File: config.mk
export PLATFORM = sky130hd
export DESIGN_NAME = cht_ram
export DESIGN_NICKNAME = d
export VERILOG_FILES = /design/src/rtl/cht_ram.sv
export SDC_FILE = /design/constraint.sdc
export NUM_CORES = 1
export LEC_CHECK = 0
export CAP_MARGIN = 20
export CORE_MARGIN = 1
export CORE_UTILIZATION = 55
export CTS_CLUSTER_DIAMETER = 50
export CTS_CLUSTER_SIZE = 40
export DETAILED_ROUTE_END_ITERATION = 16
export DONT_BUFFER_PORTS = 1
export PLACE_DENSITY_LB_ADDON = 0.05
export SLEW_MARGIN = 20
export SYNTH_ARGS = -nofsm -noshare
export SYNTH_HDL_FRONTEND = slang
export SYNTH_SLANG_ARGS = --single-unit
export TNS_END_PERCENT = 30
File: constraint.sdc
create_clock -name clk -period 3.7 [get_ports clk]
set_input_delay 0.185 -clock clk [delete_from_list [all_inputs] [get_ports clk]]
set_output_delay 0.185 -clock clk [all_outputs]
set_load 0.02 [all_outputs]
File: src/rtl/cht_ram.sv
// generic simple dual-port ram with registered read
module cht_ram #(
	parameter int WIDTH = 8,
	parameter int DEPTH = 16
) (
	input  logic                                  clk,
	input  logic                                  we,
	input  logic [(DEPTH > 1 ? $clog2(DEPTH) : 1)-1:0] waddr,
	input  logic [WIDTH-1:0]                      wdata,
	input  logic [(DEPTH > 1 ? $clog2(DEPTH) : 1)-1:0] raddr,
	output logic [WIDTH-1:0]                      rdata
);

	logic [WIDTH-1:0] mem_q [DEPTH];
	logic [WIDTH-1:0] rdata_q;

	always_ff @(posedge clk) begin
		if (we) begin
			mem_q[waddr] <= wdata;
		end
		rdata_q <= mem_q[raddr];
	end

	assign rdata = rdata_q;

endmodule
==> metrics, run 1 <==
status=complete, no violations; share of cells above drive strength 1=20.8%; Max Clock Freq=615 MHz; multi-input logic area=1070 µm²; Post-CTS Setup Bufs=0; HPWL Detailed=5970 µm; Post-Synthesis Cell Area=5150 µm²; CTS sink cnt=136; synthesized netlist cell count=229; IO Count=26; synthesis warning total=0; critical path's largest stage delay=830 ps; drt total wl=9840 µm; detailed-route wire length per cell=26.3 µm; Reg2Reg Depth=3; clk buf depth=2; Hold Vio Cnt, Final=0; DRC=0; Distinct cells, synth=19; Hold Crit Start=raddr[0]; ys flop type=edfxtp_1; Startpoint Class=primary input; crit path setup slack, layout=2070 ps; number of global-route vias before repair=2421; gr usage total=22.6%; top-area cell type share of the netlist area=74.7%; Starting DRT DRC Count=245; port bufs=0; Leak=1.94 nW; Max-slew headroom=35.2%; CP Class=primary input to register; CP max stage cell=dlygate4sd3_1; DP Worst Slack=1680 ps; Area Overhead vs Synth=15.5%; clock skew=5.16 ps; initial antenna violation count=1; Final ANT Viol Nets=0; initial core utilization=57.9%; CTS root buffer=clkbuf_8; crit-path max FO=8; internal reg-to-reg setup slack=2290 ps; Critical R2R Launch=mem_q[0][5]$_DFFE_PP_; post-cts gate resize count=0; FF/Latch Area=4000 µm²; CTS buffer count=17; Final Net Count=270; syn_nets=247; Filler Cells Inserted=560; largest net degree at the start of global routing=33; top cells by area, synth=edfxtp_1, mux4_2, mux4_1; Worst VDD drop=310 µV; worst-path cell chain=dlygate4sd3_1 -> nor3_2 -> dlygate4sd3_1; Power Density=593 nW/µm²; minimum clock period=1630 ps; maxcap violations=0; worst hold path type=primary input to register; Pins Over Slew Limit=0; Layout Cells excl Fill=374; CTS tree=done; RSZ-0062 raised after global routing=no; most numerous cell in the Yosys netlist=edfxtp_1; grt ovf=0; die footprint=9750 µm²; crit path to=mem_q[4][1]$_DFFE_PP_; Syn Area/Cell=22.5 µm²; most frequent cells after synthesis=edfxtp_1, mux4_2, a22oi_1, mux4_1, nor2_1; Worst-Margin Slew=969 ps; Seq/Total Area, Yosys=77.8%; Design Area, Final=5940 µm²; first-pass GRT wire length=14900 µm; core area=8890 µm²; htree depth=4; vias after detailed routing=2353; Setup crit end kind=register; Area after DPL=5210 µm²; Worst EP arrival=1790 ps; Clk pin slew, worst setup/hold paths=60 ps; Clock Latency Late Sink=510 ps; Final TNS setup=0 ps; die span in x=98.7 µm; vias per inst=6.29; Post-synth EDFFs=128; site row count=34; origin of the worst setup path=waddr[0]; most used cell, CP=dlygate4sd3_1; drt first pass iters=4; dpl cells=328; Util after Layout=66.8%; final setup violation count=0; hold buffers post-CTS=11; fraction of registers with async set/reset=0%; R2R Path End=rdata[5]$_DFF_P_; routability cong.=0.757; Die Y-Extent=98.7 µm; period utilization=44.0%; Worst EP required=3860 ps; Synth area leader=edfxtp_1; #FFs+latches synth=136
==> worst min path at each step <==
stage               depth (start not counted)                      to  slack, ps
floorplan                                   0   mem_q[0][0]$_DFFE_PP_        280
global placement                            0  mem_q[14][5]$_DFFE_PP_        280
detailed placement                          0  mem_q[15][5]$_DFFE_PP_        280
CTS                                         3        rdata[4]$_DFF_P_          1
global route                                3        rdata[4]$_DFF_P_         20
finish                                      3        rdata[4]$_DFF_P_         30
==> layout make-up <==
type / instances / area share (%)
clock inverter: 15 / 2.99
tap: 108 / 2.27
clock buffer: 17 / 6.97
antenna: 1 / 0.0421
timing repair buffer: 14 / 2.32
sequential: 136 / 67.4
multi-input combinational: 83 / 18.0
==> power breakdown <==
group          internal, mW  switching [mW]
clock network          1.03           0.625
logic                0.0579          0.0686
registers              1.72          0.0232
total                  2.81           0.717
==> worst max-delay path: cells and delay by family <==
| kind | cells | cell delay, ps |
|---|---|---|
| buffers and inverters | 2 | 1410 |
| AND/OR/NAND/NOR | 1 | 190 |
==> placed cells by master, fill, tap and decap left out <==
cell type	Yosys	layout
or3b_2	1	1
clkinv_4	0	2
mux4_1	14	14
nand3_1	1	1
inv_6	0	2
dlygate4sd3_1	0	13
buf_4	1	1
nand2_1	9	9
nand3b_1	2	2
mux4_2	18	18
edfxtp_1	128	128
clkbuf_8	0	1
nor3_2	0	3
nor2_1	13	13
clkbuf_16	0	16
diode_2	0	1
nor2b_1	1	1
nand2b_1	2	2
dfxtp_1	8	8
and2_1	1	1
nor3_1	4	1
clkinv_2	0	3
bufinv_16	0	3
and2b_1	1	1
clkinvlp_4	0	5
a22oi_1	16	16
==> logic make-up after synthesis <==
group / Yosys count / share of synthesized area (%)
compound gates: 16 / 2.33
simple gates: 35 / 3.18
flops: 136 / 77.8
mux: 32 / 15.0
buf+inv: 10 / 1.68
==> registers in the layout, summed over array words and instances (netlist names) <==
register,flops
mem_q,128
rdata,8
==> stage by stage <==
| step | power, mW | hold WS, ps |
|---|---|---|
| 3_3_place_gp | 1.87 | 285 |
| 2_1_floorplan | 1.86 | 284 |
| 5_1_grt | 3.63 | 16.2 |
| 3_5_place_dp | 1.87 | 285 |
| 6_report | 3.52 | 26.9 |
| 4_1_cts | 3.55 | 1.10 |
==> metal layers <==
layer | wire [µm] | up-vias | GRT usage [%]
met2 | 4710 | 78 | 33.2
li1 | - | 1022 | -
met4 | 87 | 0 | 8.27
met3 | 444 | 10 | 5.67
met5 | 0 | - | 0
met1 | 4590 | 1243 | 33.4
Power figures use the tool's default switching activity.
==> run 2, diff against run 1 <==
==> constraint.sdc (replaced) <==
create_clock -name clk -period 1.5 [get_ports clk]
set_input_delay 0.075 -clock clk [delete_from_list [all_inputs] [get_ports clk]]
set_output_delay 0.075 -clock clk [all_outputs]
set_load 0.02 [all_outputs]
==> metrics, run 2 (synthesized netlist as in run 1, its figures left out) <==
status=finished with violations; failing checks=hold timing; Max Clock Freq=709 MHz; largest reg by FF count=mem_q; initial antenna violation count=0; DRC=0; Psw=1.78 mW; vias after detailed routing=2380; clk buf depth=2; Hold Vio Cnt, Final=8; IO Count=26; internal reg-to-reg setup slack=100 ps; CTS tree=done; Comb pwr share=3.8%; worst hold path type=primary input to register; Critical R2R Launch=mem_q[9][4]$_DFFE_PP_; minimum clock period=1410 ps; Final ANT Viol Nets=0; Clock Power Share=45.9%; commonest non-fill, non-tap cell in the layout=edfxtp_1; Worst VDD drop=934 µV; Startpoint Class=primary input; Internal=6.79 mW; initial core utilization=57.9%; Util after Layout=67.9%; Leak=2.02 nW; Filler Cells Inserted=557; detailed-route wire length per cell=24.8 µm; vias per inst=6.12; die footprint=9750 µm²; period utilization=94.1%; share of cells above drive strength 1=24.6%; Setup crit end kind=register; CTS root buffer=clkbuf_8; Flop pwr share=50.3%; crit path setup slack, layout=89.0 ps; Max-slew headroom=59.9%; DP Worst Slack=150 ps; port bufs=0; Final Net Count=286; Starting DRT DRC Count=165; htree depth=4; Die Y-Extent=98.7 µm; antenna cells=0; dpl cells=345; gr usage total=22.6%; Worst EP arrival=1620 ps; Power Density=1420 nW/µm²; site row count=34; commonest cells after routing, fill and taps aside=edfxtp_1, mux4_2, buf_4; maxcap violations=0; Worst EP required=1710 ps; R2R Path End=rdata[4]$_DFF_P_; Sw Share=20.8%; Area Overhead vs Synth=17.2%; crit-path max FO=8; Clk pin slew, worst setup/hold paths=60 ps; hold_ws=-81.2 ps; Hold Crit Start=raddr[0]; cell depth of the worst hold path=3; Reg2Reg Depth=3; Layout Cells excl Fill=389; hold endpoint=rdata[6]$_DFF_P_; CP Class=primary input to register; Worst-Margin Slew=600 ps; Post-CTS Setup Bufs=0; CTS buffer count=17; first-pass GRT wire length=15200 µm; die span in x=98.7 µm; max reg flops=128; routability cong.=0.732; clock skew=15.8 ps; core area=8890 µm²; RSZ-0062 raised after global routing=no; drt total wl=9630 µm; drt first pass iters=4; grt ovf=0; largest net degree at the start of global routing=33; Pins Over Slew Limit=0; hold buffers post-CTS=12; Clock Latency Late Sink=510 ps; CTS sink cnt=136; final setup violation count=0; Final TNS setup=0 ps; HPWL Detailed=5780 µm; number of global-route vias before repair=2619
[run 2: cell types whose count changed in the layout (fill, tap and decap cells not counted)]
cell	delta
buf_4	+17
clkinvlp_4	-3
clkbuf_1	+2
clkinv_4	+2
dlygate4sd3_1	-2
nor3_1	+2
nor3_2	-2
buf_12	+1
bufinv_16	-1
clkinv_2	-1
diode_2	-1
inv_6	+1
[run 2: power by group through the flow]
stage	sequential, mW	clock (mW)	combinational, mW
global placement	4.39	0	0.227
finish	4.31	3.93	0.322
floorplan	4.38	0	0.216
detailed placement	4.39	0	0.231
CTS	4.31	3.97	0.326
global route	4.32	4.16	0.348
[run 2: per-layer routing]
| layer | up-vias | routed length, µm | GRT usage, % |
|---|---|---|---|
| met5 | - | 0 | 0 |
| met4 | 0 | 24 | 7.23 |
| met3 | 2 | 664 | 5.82 |
| met2 | 93 | 5010 | 36.4 |
| met1 | 1233 | 3940 | 30.8 |
| li1 | 1052 | - | - |
[run 2: per-stage QoR]
step,cell area [µm²],power (mW)
global route,6030,8.83
global placement,5340,4.61
detailed placement,5340,4.62
floorplan,5150,4.59
finish,6030,8.56
CTS,6030,8.61
[run 2: worst max-delay path by stage]
stage                                     start  slack (ps)                     to  cells past startpoint
after floorplan                        waddr[2]         160  mem_q[3][0]$_DFFE_PP_                      2
after global placement    mem_q[9][4]$_DFFE_PP_         170       rdata[4]$_DFF_P_                      3
after detailed placement  mem_q[9][4]$_DFFE_PP_         150       rdata[4]$_DFF_P_                      3
after CTS                              waddr[1]         100  mem_q[0][3]$_DFFE_PP_                      4
after global routing                   waddr[1]          50  mem_q[0][3]$_DFFE_PP_                      4
final                                  waddr[1]          90  mem_q[0][3]$_DFFE_PP_                      4
[run 2: what timing repair did]
| action | in CTS | in global routing |
|---|---|---|
| endpoints found under the setup margin | 0 | 0 |
| hold endpoints to repair | 168 | 8 |
| gates resized for setup | 0 | 0 |
[run 2: area by class of cell]
cell class	count	area [µm²]	share of cell area, %
multi-input combinational	83	1060	17.6
sequential	136	4000	66.3
timing repair buffer	30	265	4.40
clock buffer	19	422	6.99
tap	108	135	2.24
clock inverter	13	146	2.43
[run 2: critical path: stages]
cell	delay, ps
dlygate4sd3_1	610
nor3_2	190
dlygate4sd3_1	560
buf_4	180
